<file path="src/sv/assert_macros.svh">
// Assertion helpers shared by the MD5 engine modules.
`ifndef ASSERT_MACROS_SVH
`define ASSERT_MACROS_SVH

// The property must hold at every clock edge outside reset.
`define ASSERT_HOLDS(lbl, clk, rst, prop, msg) \
   lbl: assert property (@(posedge clk) disable iff (rst) (prop)) else $error(msg);

// The effect must hold in the cycle after the cause.
`define ASSERT_NEXT(lbl, clk, rst, cause, effect, msg) \
   lbl: assert property (@(posedge clk) disable iff (rst) (cause) |=> (effect)) else $error(msg);

`endif

</file>
<file path="src/sv/md5_pkg.sv">
`default_nettype none

package md5_pkg;

   localparam logic [31:0] IV_A = 32'h67452301;
   localparam logic [31:0] IV_B = 32'hEFCDAB89;
   localparam logic [31:0] IV_C = 32'h98BADCFE;
   localparam logic [31:0] IV_D = 32'h10325476;

   localparam logic [31:0] PAD_BYTE_WORD = 32'h00000080;
   localparam logic [3:0]  LEN_LO_SLOT   = 4'd14;
   localparam logic [3:0]  LAST_SLOT     = 4'd15;
   localparam logic [5:0]  LAST_ROUND    = 6'd63;

   // Source of the word written into the block buffer.
   typedef enum logic [2:0] {
      SEL_INPUT,
      SEL_PAD80,
      SEL_ZERO,
      SEL_LEN_LO,
      SEL_LEN_HI
   } word_sel_type;

   typedef struct packed {
      logic         push;
      word_sel_type word_sel;
      logic         round_en;
      logic [5:0]   round;
      logic         update_cv;
      logic         emit;
   } dp_cmd_type;

   typedef struct packed {
      logic [3:0] fill_pos;
   } dp_status_type;

   // Number of bytes an item contributes: a non-last item always carries four.
   function automatic logic [2:0] sat_count(input logic [2:0] cnt, input logic last);
      logic [2:0] n;
      if (!last || cnt > 3'd4) begin
         n = 3'd4;
      end else begin
         n = cnt;
      end
      return n;
   endfunction

   function automatic logic [4:0] rot_amount(input logic [5:0] r);
      logic [4:0] s;
      case ({r[5:4], r[1:0]})
         4'h0: s = 5'd7;
         4'h1: s = 5'd12;
         4'h2: s = 5'd17;
         4'h3: s = 5'd22;
         4'h4: s = 5'd5;
         4'h5: s = 5'd9;
         4'h6: s = 5'd14;
         4'h7: s = 5'd20;
         4'h8: s = 5'd4;
         4'h9: s = 5'd11;
         4'hA: s = 5'd16;
         4'hB: s = 5'd23;
         4'hC: s = 5'd6;
         4'hD: s = 5'd10;
         4'hE: s = 5'd15;
         default: s = 5'd21;
      endcase
      return s;
   endfunction

   function automatic logic [31:0] sine_k(input logic [5:0] r);
      logic [31:0] k;
      case (r)
         6'd0:  k = 32'hD76AA478;  6'd1:  k = 32'hE8C7B756;
         6'd2:  k = 32'h242070DB;  6'd3:  k = 32'hC1BDCEEE;
         6'd4:  k = 32'hF57C0FAF;  6'd5:  k = 32'h4787C62A;
         6'd6:  k = 32'hA8304613;  6'd7:  k = 32'hFD469501;
         6'd8:  k = 32'h698098D8;  6'd9:  k = 32'h8B44F7AF;
         6'd10: k = 32'hFFFF5BB1;  6'd11: k = 32'h895CD7BE;
         6'd12: k = 32'h6B901122;  6'd13: k = 32'hFD987193;
         6'd14: k = 32'hA679438E;  6'd15: k = 32'h49B40821;
         6'd16: k = 32'hF61E2562;  6'd17: k = 32'hC040B340;
         6'd18: k = 32'h265E5A51;  6'd19: k = 32'hE9B6C7AA;
         6'd20: k = 32'hD62F105D;  6'd21: k = 32'h02441453;
         6'd22: k = 32'hD8A1E681;  6'd23: k = 32'hE7D3FBC8;
         6'd24: k = 32'h21E1CDE6;  6'd25: k = 32'hC33707D6;
         6'd26: k = 32'hF4D50D87;  6'd27: k = 32'h455A14ED;
         6'd28: k = 32'hA9E3E905;  6'd29: k = 32'hFCEFA3F8;
         6'd30: k = 32'h676F02D9;  6'd31: k = 32'h8D2A4C8A;
         6'd32: k = 32'hFFFA3942;  6'd33: k = 32'h8771F681;
         6'd34: k = 32'h6D9D6122;  6'd35: k = 32'hFDE5380C;
         6'd36: k = 32'hA4BEEA44;  6'd37: k = 32'h4BDECFA9;
         6'd38: k = 32'hF6BB4B60;  6'd39: k = 32'hBEBFBC70;
         6'd40: k = 32'h289B7EC6;  6'd41: k = 32'hEAA127FA;
         6'd42: k = 32'hD4EF3085;  6'd43: k = 32'h04881D05;
         6'd44: k = 32'hD9D4D039;  6'd45: k = 32'hE6DB99E5;
         6'd46: k = 32'h1FA27CF8;  6'd47: k = 32'hC4AC5665;
         6'd48: k = 32'hF4292244;  6'd49: k = 32'h432AFF97;
         6'd50: k = 32'hAB9423A7;  6'd51: k = 32'hFC93A039;
         6'd52: k = 32'h655B59C3;  6'd53: k = 32'h8F0CCC92;
         6'd54: k = 32'hFFEFF47D;  6'd55: k = 32'h85845DD1;
         6'd56: k = 32'h6FA87E4F;  6'd57: k = 32'hFE2CE6E0;
         6'd58: k = 32'hA3014314;  6'd59: k = 32'h4E0811A1;
         6'd60: k = 32'hF7537E82;  6'd61: k = 32'hBD3AF235;
         6'd62: k = 32'h2AD7D2BB;  default: k = 32'hEB86D391;
      endcase
      return k;
   endfunction

endpackage

`default_nettype wire

</file>
<file path="src/sv/md5_dp.sv">
`default_nettype none

module md5_dp (
   input  wire logic               clock,
   input  wire logic               reset,
   input  wire md5_pkg::dp_cmd_type cmd,
   output md5_pkg::dp_status_type   status,
   input  wire logic [31:0]        word,
   input  wire logic [2:0]         byte_count,
   input  wire logic               last,
   output logic [127:0]            digest
);

`include "assert_macros.svh"

   logic [31:0]  block_ff [16];
   logic [31:0]  cv_ff [4];
   logic [31:0]  cv_in [4];
   logic [31:0]  wv_ff [4];
   logic [31:0]  wv_in [4];
   logic [60:0]  bytes_ff, bytes_in;
   logic [3:0]   fill_ff, fill_in;
   logic [127:0] digest_ff;

   logic [2:0]   n;
   logic [31:0]  in_word;
   logic [31:0]  push_word;
   logic [1:0]   q;
   logic [3:0]   r4;
   logic [3:0]   g;
   logic [31:0]  f;
   logic [31:0]  t;
   logic [63:0]  rot_dbl;
   logic [31:0]  new_b;

   assign n = md5_pkg::sat_count(byte_count, last);

   // A short last word is masked and gets the pad byte right above its data.
   always_comb begin
      case (n)
         3'd1:    in_word = {16'h0000, 8'h80, word[7:0]};
         3'd2:    in_word = {8'h00, 8'h80, word[15:0]};
         3'd3:    in_word = {8'h80, word[23:0]};
         default: in_word = word;
      endcase
   end

   always_comb begin
      case (cmd.word_sel)
         md5_pkg::SEL_INPUT:  push_word = in_word;
         md5_pkg::SEL_PAD80:  push_word = md5_pkg::PAD_BYTE_WORD;
         md5_pkg::SEL_LEN_LO: push_word = {bytes_ff[28:0], 3'b000};
         md5_pkg::SEL_LEN_HI: push_word = bytes_ff[60:29];
         default:             push_word = 32'h0;
      endcase
   end

   // One MD5 round.
   assign q  = cmd.round[5:4];
   assign r4 = cmd.round[3:0];

   always_comb begin
      case (q)
         2'd0: begin
            f = (wv_ff[1] & wv_ff[2]) | (~wv_ff[1] & wv_ff[3]);
            g = r4;
         end
         2'd1: begin
            f = (wv_ff[1] & wv_ff[3]) | (wv_ff[2] & ~wv_ff[3]);
            g = 4'(r4 * 4'd5 + 4'd1);
         end
         2'd2: begin
            f = wv_ff[1] ^ wv_ff[2] ^ wv_ff[3];
            g = 4'(r4 * 4'd3 + 4'd5);
         end
         default: begin
            f = wv_ff[2] ^ (wv_ff[1] | ~wv_ff[3]);
            g = 4'(r4 * 4'd7);
         end
      endcase
   end

   assign t       = wv_ff[0] + f + block_ff[g] + md5_pkg::sine_k(cmd.round);
   assign rot_dbl = {t, t} << md5_pkg::rot_amount(cmd.round);
   assign new_b   = wv_ff[1] + rot_dbl[63:32];

   always_comb begin
      cv_in    = cv_ff;
      wv_in    = wv_ff;
      bytes_in = bytes_ff;
      fill_in  = fill_ff;
      if (cmd.push) begin
         fill_in = fill_ff + 4'd1;
         if (cmd.word_sel == md5_pkg::SEL_INPUT) begin
            bytes_in = bytes_ff + 61'(n);
         end
         // The block is full after this write: start from the chaining value.
         if (fill_ff == md5_pkg::LAST_SLOT) begin
            wv_in = cv_ff;
         end
      end
      if (cmd.round_en) begin
         wv_in[0] = wv_ff[3];
         wv_in[1] = new_b;
         wv_in[2] = wv_ff[1];
         wv_in[3] = wv_ff[2];
      end
      if (cmd.update_cv) begin
         for (int i = 0; i < 4; i++) begin
            cv_in[i] = cv_ff[i] + wv_ff[i];
         end
      end
      if (cmd.emit) begin
         cv_in    = '{md5_pkg::IV_A, md5_pkg::IV_B, md5_pkg::IV_C, md5_pkg::IV_D};
         bytes_in = '0;
         fill_in  = '0;
      end
   end

   always_ff @(posedge clock) begin
      if (reset) begin
         cv_ff    <= '{md5_pkg::IV_A, md5_pkg::IV_B, md5_pkg::IV_C, md5_pkg::IV_D};
         wv_ff    <= '{default: 32'h0};
         bytes_ff <= '0;
         fill_ff  <= '0;
      end else begin
         cv_ff    <= cv_in;
         wv_ff    <= wv_in;
         bytes_ff <= bytes_in;
         fill_ff  <= fill_in;
      end
   end

   always_ff @(posedge clock) begin
      if (cmd.push) begin
         block_ff[fill_ff] <= push_word;
      end
      if (cmd.emit) begin
         digest_ff <= {cv_ff[3], cv_ff[2], cv_ff[1], cv_ff[0]};
      end
   end

   assign status.fill_pos = fill_ff;
   assign digest          = digest_ff;

   `ASSERT_NEXT(a_fill_wraps, clock, reset,
      cmd.push && !cmd.emit && (fill_ff == md5_pkg::LAST_SLOT), fill_ff == 4'd0,
      "block buffer did not wrap after its last slot")
   `ASSERT_HOLDS(a_no_push_in_rounds, clock, reset, !(cmd.push && cmd.round_en),
      "block buffer written while rounds run")

endmodule

`default_nettype wire

</file>
<file path="src/sv/md5_ctrl.sv">
`default_nettype none

module md5_ctrl (
   input  wire logic                 clock,
   input  wire logic                 reset,
   input  wire logic                 req_tvalid,
   output logic                      req_tready,
   input  wire logic [2:0]           byte_count,
   input  wire logic                 last,
   output logic                      rsp_tvalid,
   input  wire logic                 rsp_tready,
   output md5_pkg::dp_cmd_type       cmd,
   input  wire md5_pkg::dp_status_type status
);

`include "assert_macros.svh"

   typedef enum logic [2:0] {
      ST_IDLE,
      ST_COMPRESS,
      ST_UPDATE,
      ST_PAD,
      ST_FINAL
   } state_type;

   state_type  state_ff, state_in;
   logic [5:0] round_ff, round_in;
   logic       need80_ff, need80_in;
   logic       lenlo_ff, lenlo_in;
   logic       pad_ff, pad_in;
   logic       final_ff, final_in;
   logic       rsp_valid_ff, rsp_valid_in;

   logic       accept;
   logic [2:0] n;
   logic       at_last_slot;

   assign n            = md5_pkg::sat_count(byte_count, last);
   assign req_tready   = (state_ff == ST_IDLE);
   assign accept       = req_tvalid && req_tready;
   assign at_last_slot = (status.fill_pos == md5_pkg::LAST_SLOT);

   always_comb begin
      cmd           = '0;
      cmd.word_sel  = md5_pkg::SEL_ZERO;
      cmd.round     = round_ff;
      state_in      = state_ff;
      round_in      = round_ff;
      need80_in     = need80_ff;
      lenlo_in      = lenlo_ff;
      pad_in        = pad_ff;
      final_in      = final_ff;
      rsp_valid_in  = rsp_valid_ff && !rsp_tready;

      unique case (state_ff)
         ST_IDLE: begin
            if (accept) begin
               // An empty last item writes nothing and only pads.
               cmd.push     = !(last && n == 3'd0);
               cmd.word_sel = md5_pkg::SEL_INPUT;
               if (last) begin
                  pad_in    = 1'b1;
                  need80_in = (n == 3'd0) || (n == 3'd4);
               end
               if (cmd.push && at_last_slot) begin
                  state_in = ST_COMPRESS;
               end else if (last) begin
                  state_in = ST_PAD;
               end
            end
         end
         ST_PAD: begin
            cmd.push = 1'b1;
            if (need80_ff) begin
               cmd.word_sel = md5_pkg::SEL_PAD80;
               need80_in    = 1'b0;
            end else if (lenlo_ff) begin
               cmd.word_sel = md5_pkg::SEL_LEN_HI;
               final_in     = 1'b1;
            end else if (status.fill_pos == md5_pkg::LEN_LO_SLOT) begin
               cmd.word_sel = md5_pkg::SEL_LEN_LO;
               lenlo_in     = 1'b1;
            end
            if (at_last_slot) begin
               state_in = ST_COMPRESS;
            end
         end
         ST_COMPRESS: begin
            cmd.round_en = 1'b1;
            round_in     = round_ff + 6'd1;
            if (round_ff == md5_pkg::LAST_ROUND) begin
               state_in = ST_UPDATE;
            end
         end
         ST_UPDATE: begin
            cmd.update_cv = 1'b1;
            if (final_ff) begin
               state_in = ST_FINAL;
            end else if (pad_ff) begin
               state_in = ST_PAD;
            end else begin
               state_in = ST_IDLE;
            end
         end
         ST_FINAL: begin
            // Wait until the output register is free.
            cmd.emit = !rsp_valid_ff || rsp_tready;
            if (cmd.emit) begin
               rsp_valid_in = 1'b1;
               pad_in       = 1'b0;
               final_in     = 1'b0;
               lenlo_in     = 1'b0;
               state_in     = ST_IDLE;
            end
         end
         default: begin
            state_in = ST_IDLE;
         end
      endcase
   end

   always_ff @(posedge clock) begin
      if (reset) begin
         state_ff     <= ST_IDLE;
         round_ff     <= '0;
         need80_ff    <= 1'b0;
         lenlo_ff     <= 1'b0;
         pad_ff       <= 1'b0;
         final_ff     <= 1'b0;
         rsp_valid_ff <= 1'b0;
      end else begin
         state_ff     <= state_in;
         round_ff     <= round_in;
         need80_ff    <= need80_in;
         lenlo_ff     <= lenlo_in;
         pad_ff       <= pad_in;
         final_ff     <= final_in;
         rsp_valid_ff <= rsp_valid_in;
      end
   end

   assign rsp_tvalid = rsp_valid_ff;

   `ASSERT_HOLDS(a_round_idle, clock, reset,
      (state_ff != ST_COMPRESS) |-> (round_ff == 6'd0),
      "round counter left nonzero outside compression")
   `ASSERT_HOLDS(a_emit_slot_free, clock, reset,
      cmd.emit |-> (!rsp_valid_ff || rsp_tready),
      "digest overwritten before its transfer")
   `ASSERT_NEXT(a_emit_valid, clock, reset, cmd.emit, rsp_valid_ff,
      "digest loaded without raising valid")

endmodule

`default_nettype wire

</file>
<file path="src/sv/md5_digest_engine_core.sv">
// Channel   Direction  Signals                         Contents
// req       in         req_tvalid/tready/tdata/tlast   word, byte_count, last
// rsp       out        rsp_tvalid/tready/tdata         digest_low, digest_high
//
// A message word is taken only while the engine is idle. Every 16th word starts a compression
// of 64 rounds at one round per cycle in a single round unit, followed by a fold into the
// chaining value; no word is taken until that block is done.
// The last item adds the padding words, a compression for each block they fill and
// a load of the digest register.
// Synchronous active-high reset loads the initial vector and empties the buffer.
// Input continues while a digest waits; the next digest waits for its transfer.
`default_nettype none

module md5_digest_engine_core (
   input  wire logic         clock,
   input  wire logic         reset,
   input  wire logic         req_tvalid,
   output logic              req_tready,
   input  wire logic [39:0]  req_tdata,   // word [31:0], byte_count [34:32], zero fill
   input  wire logic         req_tlast,
   output logic              rsp_tvalid,
   input  wire logic         rsp_tready,
   output logic [127:0]      rsp_tdata    // digest_low [63:0], digest_high [127:64]
);

   md5_pkg::dp_cmd_type    cmd;
   md5_pkg::dp_status_type status;

   md5_ctrl u_ctrl (
      .clock      (clock),
      .reset      (reset),
      .req_tvalid (req_tvalid),
      .req_tready (req_tready),
      .byte_count (req_tdata[34:32]),
      .last       (req_tlast),
      .rsp_tvalid (rsp_tvalid),
      .rsp_tready (rsp_tready),
      .cmd        (cmd),
      .status     (status)
   );

   md5_dp u_dp (
      .clock      (clock),
      .reset      (reset),
      .cmd        (cmd),
      .status     (status),
      .word       (req_tdata[31:0]),
      .byte_count (req_tdata[34:32]),
      .last       (req_tlast),
      .digest     (rsp_tdata)
   );

endmodule

`default_nettype wire
</file>
<file path="config.mk">
export PLATFORM = sky130hd
export DESIGN_NAME = md5_digest_engine_core
export DESIGN_NICKNAME = d
export VERILOG_FILES = /design/src/sv/md5_pkg.sv /design/src/sv/md5_dp.sv /design/src/sv/md5_ctrl.sv /design/src/sv/md5_digest_engine_core.sv
export VERILOG_INCLUDE_DIRS = /design/src /design/src/sv
export SDC_FILE = /design/constraint.sdc
export NUM_CORES = 2
export LEC_CHECK = 0
export BUFFER_PORTS_ARGS = -buffer_cell sky130_fd_sc_hd__clkbuf_2
export CELL_PAD_IN_SITES_DETAIL_PLACEMENT = 1
export CELL_PAD_IN_SITES_GLOBAL_PLACEMENT = 1
export CORE_AREA = 2 2 373 301
export CTS_CLUSTER_SIZE = 12
export DETAILED_ROUTE_END_ITERATION = 16
export DIE_AREA = 0 0 375 303
export HOLD_SLACK_MARGIN = 0.15
export PLACE_DENSITY = 0.81
export SLEW_MARGIN = 20
export SYNTH_ARGS = -nofsm -noshare
export SYNTH_HDL_FRONTEND = slang
export SYNTH_SLANG_ARGS = --single-unit
</file>
<file path="constraint.sdc">
create_clock -name clock -period 11.5 [get_ports clock]
set_clock_uncertainty 0.05 [all_clocks]
set_input_delay 2.3 -clock clock [delete_from_list [all_inputs] [get_ports clock]]
set_output_delay 2.3 -clock clock [all_outputs]
set_load 0.02 [all_outputs]
</file>
# Word level (Yosys, flattened, before mapping)
# Memory sizes are Yosys's and may differ from the RTL's. A register that Yosys moved wholly into a read port is not among the register bits.
# Cells that the tools add are included.
dict set report word_totals {
  register_bits 463
  mem_bits_rw 512
  mem_bits_ro 2128
  inputBits 45
  output_inout_bits 130
  elab_cells 150
  n_memories 3
}
dict set report op_classes {
  n_addsub 13
  n_mul 3
  n_lt_le_gt_ge 1
  n_eq_ne 24
  n_shift 1
  mux 47
  n_bitwise 12
  n_reduce_logical 28
}
# memory words width read_ports rd_ports_with_merged_regs wr line_no
set mem_list {}
lappend mem_list {{(name not given)} 64 32 1 1 0 md5_pkg.sv:73} ;# case (r)
lappend mem_list {u_dp.block_ff 16 32 1 0 1 md5_dp.sv:16} ;# logic [31:0] block_ff [16];
lappend mem_list {{(name not given)} 16 5 1 1 0 md5_pkg.sv:50} ;# case ({r[5:4], r[1:0]})
# cell n
set ops {}
lappend ops {{two-way mux 128 bit} 3}
lappend ops {{adder 32 bit} 8}
lappend ops {{one-hot mux 32 bit (3 select lines)} 2}
lappend ops {{bitwise AND 32 bit} 4}
lappend ops {{one-hot mux 32 bit (4 select lines)} 1}
lappend ops {{OR 32 bit} 3}
lappend ops {{XOR 32 bit} 3}
lappend ops {{inverter 32 bit} 2}
lappend ops {{<< shifter 64 x 5 -> 64 bit} 1}
lappend ops {{adder 61 x 3 -> 61 bit} 1}
lappend ops {{two-way mux 3 bit} 10}
lappend ops {{two-way mux 1 bit} 18}
lappend ops {{== test 3 x 2 -> 1 bit (second input constant)} 5}
lappend ops {{one-hot mux 3 bit (5 select lines)} 1}
lappend ops {{two-way mux 4 bit} 3}
lappend ops {{two-way mux 6 bit} 2}
lappend ops {{one-hot mux 4 bit (3 select lines)} 1}
lappend ops {{nonzero test 2 bit} 5}
lappend ops {{== test 3 x 1 -> 1 bit (second input constant)} 3}
lappend ops {{== test 3 bit (second input constant)} 3}
lappend ops {{zero test 3 bit} 3}
lappend ops {{adder 4 x 1 -> 4 bit (second input constant)} 2}
lappend ops {{== test 4 bit (second input constant)} 2}
lappend ops {{multiplier 4 x 3 -> 4 bit (second input constant)} 2}
lappend ops {{22 further kinds} 41}

# Depth between registers and ports, before layout
dict set report depth {
  word_depth 10
  mapped_depth 44
}

# By module
# From an unflattened synthesis, not the netlist that was laid out.
dict set report unflattened {
  cells_unflattened 5428
  hier_area_um2 55348.1
}
# mod n_inst cells_each area_each_um2 seq_area_each_um2
set by_module_without_submodules {}
lappend by_module_without_submodules {md5_dp 1 5330 54536.1 25644.6}
lappend by_module_without_submodules {md5_ctrl 1 98 812.0 280.3}

# Worst setup path before layout
# No wires, ideal clock.
dict set report synth_path {
  kind {register -> register}
  startpoint {register u_ctrl.round_ff[1]}
  endpoint {register u_dp.wv_ff[92] in the netlist's numbering}
  setup_ps 86
  t_arrival_ps 10141
  t_required_ps 11364
  setup_slack_ps 1223
  stages_incl_launch_ff 43
  path_cell_list {dfxtp_1 > inv_1 > ha_1 > nor2_1 > mux2_2 > a221oi_2 > clkbuf_1 > buf_1 > mux4_2 > mux4_2 > fa_1 > inv_1 > fa_1 > inv_1 > ha_1 > inv_1 > fa_1 > nand2b_1 > [... 7 more ...] > o311ai_1 > a22oi_1 > o21ai_1 > o21ai_0 > ha_1 > fa_1 > a21o_1 > a21oi_1 > o21ai_1 > nand4_1 > a311o_1 > a211oi_1 > o31a_1 > o41a_1 > a31oi_1 > xnor2_1 > nor2_1 > a211oi_1}
}
dict set report synth_via {
  elab_chain_cells 9
  word_cells_on_any_way 12
  classes_between {add/sub (5); mul (3); shift (1); mux (2); memory (1)}
}
# item line_no
set synth_lines {}
lappend synth_lines {{start: declaration} md5_ctrl.sv:27} ;# logic [5:0] round_ff, round_in;
lappend synth_lines {{start signal: assignment} md5_ctrl.sv:133} ;# round_ff <= round_in;
lappend synth_lines {{multiplier 4 x 2 -> 4 bit / multiplier 4 x 3 -> 4 bit (equally long branches)} {md5_dp.sv:74, md5_dp.sv:70}}
lappend synth_lines {{adder 4 x 3 -> 4 bit / adder 4 x 1 -> 4 bit (equally long branches)} {md5_dp.sv:74, md5_dp.sv:70}}
lappend synth_lines {{one-hot mux 4 bit (3 select lines) (*)} md5_dp.sv:63} ;# case (q)
lappend synth_lines {{memory read (16 x 32 bit) (*)} --}
lappend synth_lines {{adder 32 bit (*) (2 in a row)} md5_dp.sv:83} ;# assign t = wv_ff[0] + f + block_ff[g] + md5_pkg::sine_k(cmd.round);
lappend synth_lines {{<< shifter 64 x 5 -> 64 bit (*)} md5_dp.sv:84} ;# assign rot_dbl = {t, t} << md5_pkg::rot_amount(cmd.round);
lappend synth_lines {{adder 32 bit (*)} md5_dp.sv:85} ;# assign new_b = wv_ff[1] + rot_dbl[63:32];
lappend synth_lines {{two-way mux 128 bit (*)} md5_dp.sv:102} ;# if (cmd.round_en) begin
lappend synth_lines {{end signal: assignment} md5_dp.sv:128} ;# wv_ff <= wv_in;
lappend synth_lines {{end: declaration} md5_dp.sv:19} ;# logic [31:0] wv_ff [4];
# Every way passes the cells marked *; elsewhere a longest branch is shown, timed or not.
# A chain may end at the register's enable or synchronous reset.

# Worst setup path in the final report
dict set report layout_path {
  startpoint {register u_ctrl.round_ff[1]}
  endpoint {register u_dp.wv_ff[95] in the netlist's numbering}
}
# The elaborated chain is that of the path after synthesis.

==> results_dict.tcl <==
set metrics [dict create \
    status "finished clean" \
    syn_area_per_cell_um2 10.9 \
    post-route-period-util_pct 96.5 \
    fmax_mhz 90.1 \
    initial_core_util_pct 50.8 \
    yosysWarnings 0 \
    layout_setup_ws_ns 0.406 \
    fin_tns_setup_ns 0 \
    hold_buffers 0 \
    ys.flop_type "edfxtp_1" \
    die_y_um 303 \
    wire_per_inst_um 30.2 \
    ios 175 \
    drive_above_1_share_pct 13.4 \
    totalWireLength_um 203000 \
    core_area_um2 110000 \
    syn_inst 5128 \
    synth.distinct_cells 98 \
    critical_path_class "reg -> reg" \
    ctsLongestPathBuffers 3 \
    place.gp.congestion 0.949 \
    port_buffers 169 \
    slew_headroom_pct 23.9 \
    cp-end-kind "flip-flop" \
    drv_cap 0 \
    netlist_area_um2 55800 \
    clk_transition_reported_paths_ns 0.07 \
    use_met3_pct 8.63 \
    numCtsBuffers 103 \
    grt-busiest-layer "met2" \
    period_needed_ns 11.09 \
    slew_viol_final 0 \
    critPathMaxStageDelay_ns 0.58 \
    finalSetupViolations 0 \
    hold_viol 0 \
    crit_fanout 13 \
    numClockSinks 1012 \
    nFillCells 11600 \
    drtIter0Drc 5906 \
    use_met1_pct 48.6 \
    drtAntennaViolNets 0 \
    via_per_inst 6.70 \
    ys_async_sr_fraction_pct 0 \
    synth_fp_nets 5460 \
    final_common_cell "edfxtp_1" \
    die_x_um 375 \
    cts-htree-levels 3 \
    required_ns 12.07 \
    dieArea_um2 114000 \
    cts_tree "yes" \
    drc_errors 0 \
    clk_latency_ns 0.75 \
    r2r_cells 42 \
    utilization_pct 56.1 \
    via_count 45000 \
    ys_seq_elements 1012 \
    critPathArrivalTime_ns 11.67 \
    grt_usage_pct 35.0 \
    tightest_slew_ns 1.14 \
    min_path_type "reg -> reg" \
    grt_first_pass_wirelength_um 297000 \
    area_growth_pct 10.4 \
    rows 109 \
    hpwl_um 137000 \
    grt_overflow 0 \
    critical_path.slowest_cell "fa_1" \
    synth.yosys.seq_area_share_pct 47.8 \
    grt_max_degree 105 \
    antenna_found_initial 13 \
    critPathLaunchType "flip-flop" \
    final_cell_mix "640 x edfxtp_1, 457 x nor2_1, 369 x dfxtp_1" \
    final_nets 5520 \
    hold_depth 2 \
    use_met2_pct 53.6 \
    synth_edf_count 640 \
    cts_root_buffer "clkbuf_16" \
    dp_slack_ns 0.311 \
    grt_pass1_vias 44600 \
    drt_first_pass_iters 6 \
]
-- sequential cells by signal, indices dropped and copies added, names as in the netlist, named ones only --
register and flops:
u_ctrl.need80_ff 1, u_ctrl.lenlo_ff 1, u_dp.digest 128, u_dp.bytes_ff 61, u_ctrl.pad_ff 1, u_ctrl.round_ff 6, u_dp.block_ff 512, u_dp.status 4
u_dp.wv_ff 128, u_ctrl.final_ff 1, u_ctrl.rsp_tvalid 1, u_dp.cv_ff 128, u_ctrl.state_ff 3
-- layer usage --
layer  routed length, µm  up-vias  share of wire [%]
met1               82500    22700                 41
met2               89900     2596                 44
met5                  42        -              0.021
met3               22600      514                 11
li1                    -    19200                  -
met4                7520        8                3.7
-- critical path: cells and delay by family, from the launching register on --
kind	cells	cell delay, ns
AO/OA/AOI/OAI	15	3.53
XOR/XNOR	2	0.48
adder cells (fa/ha/maj)	5	2.34
buffers and inverters	8	1.16
flip-flops	1	0.41
multiplexers	6	2.36
AND/OR/NAND/NOR	6	0.63
-- path summary, 6_finish.rpt --
kind	from	end	slack (ns)
setup / recovery	u_ctrl.round_ff[1]$_SDFFE_PP0P_	u_dp.wv_ff[95]$_SDFFE_PP0P_	0.41
hold / removal	u_ctrl.pad_ff$_SDFFE_PP0P_	u_ctrl.pad_ff$_SDFFE_PP0P_	0.44
setup reg to reg	u_ctrl.round_ff[1]$_SDFFE_PP0P_	u_dp.wv_ff[95]$_SDFFE_PP0P_	0.41
hold reg to reg	u_ctrl.pad_ff$_SDFFE_PP0P_	u_ctrl.pad_ff$_SDFFE_PP0P_	0.44
-- cell usage after synthesis (135+ instances only) --
| library cell | instances | area, µm² |
|---|---|---|
| a211oi_1 | 169 | 1270 |
| a21oi_1 | 350 | 1750 |
| clkbuf_1 | 254 | 953 |
| dfxtp_1 | 372 | 7450 |
| edfxtp_1 | 640 | 19200 |
| ha_1 | 217 | 2720 |
| inv_1 | 284 | 1070 |
| mux2i_1 | 183 | 1830 |
| mux4_2 | 168 | 3780 |
| nand2_1 | 366 | 1370 |
| nor2_1 | 474 | 1780 |
| o21ai_0 | 202 | 1010 |
| xor2_1 | 135 | 1180 |
-- what timing repair did --
action,CTS,global route
buffers inserted,0,1
endpoints found under the setup margin,0,9
hold endpoints to repair,0,0
resized for setup,0,22
-- logic make-up (layout without fill, tap and decap cells) --
group                    Yosys count  after routing  share of synthesized area [%]
adder cells (fa/ha/maj)          317            317                           7.92
XOR/XNOR                         248            248                           3.94
AO/OA/AOI/OAI                   1287           1287                           15.3
flip-flops                      1012           1012                           47.8
other                              0              1                              0
buffers and inverters            607            744                           4.11
multiplexers                     380            380                           10.7
AND/OR/NAND/NOR                 1277           1277                           10.3
-- per-stage QoR --
| stage | cell area [µm²] | cells | hold slack, ns |
|---|---|---|---|
| 3_3_place_gp | 58200 | 6523 | 0.423 |
| 6_report | 61500 | 6709 | 0.445 |
| 4_1_cts | 61400 | 6705 | 0.444 |
| 2_1_floorplan | 55800 | 5128 | 0.389 |
| 3_5_place_dp | 58200 | 6523 | 0.426 |
| 5_1_grt | 61500 | 6708 | 0.468 |
-- layout make-up --
cell class,instances,area [µm²],area share [%]
multi-input combinational,3509,27100,44.0
clock inverter,27,339,0.551
tap,1443,1810,2.93
inverter,291,1090,1.78
timing repair buffer,271,1720,2.79
sequential,1012,26700,43.3
clock buffer,155,2850,4.63
antenna,1,2.50,0.00407
Power is left out: the tool's default activity adds up to more than one toggle a clock period on the data nets, which glitch-free logic cannot reach.
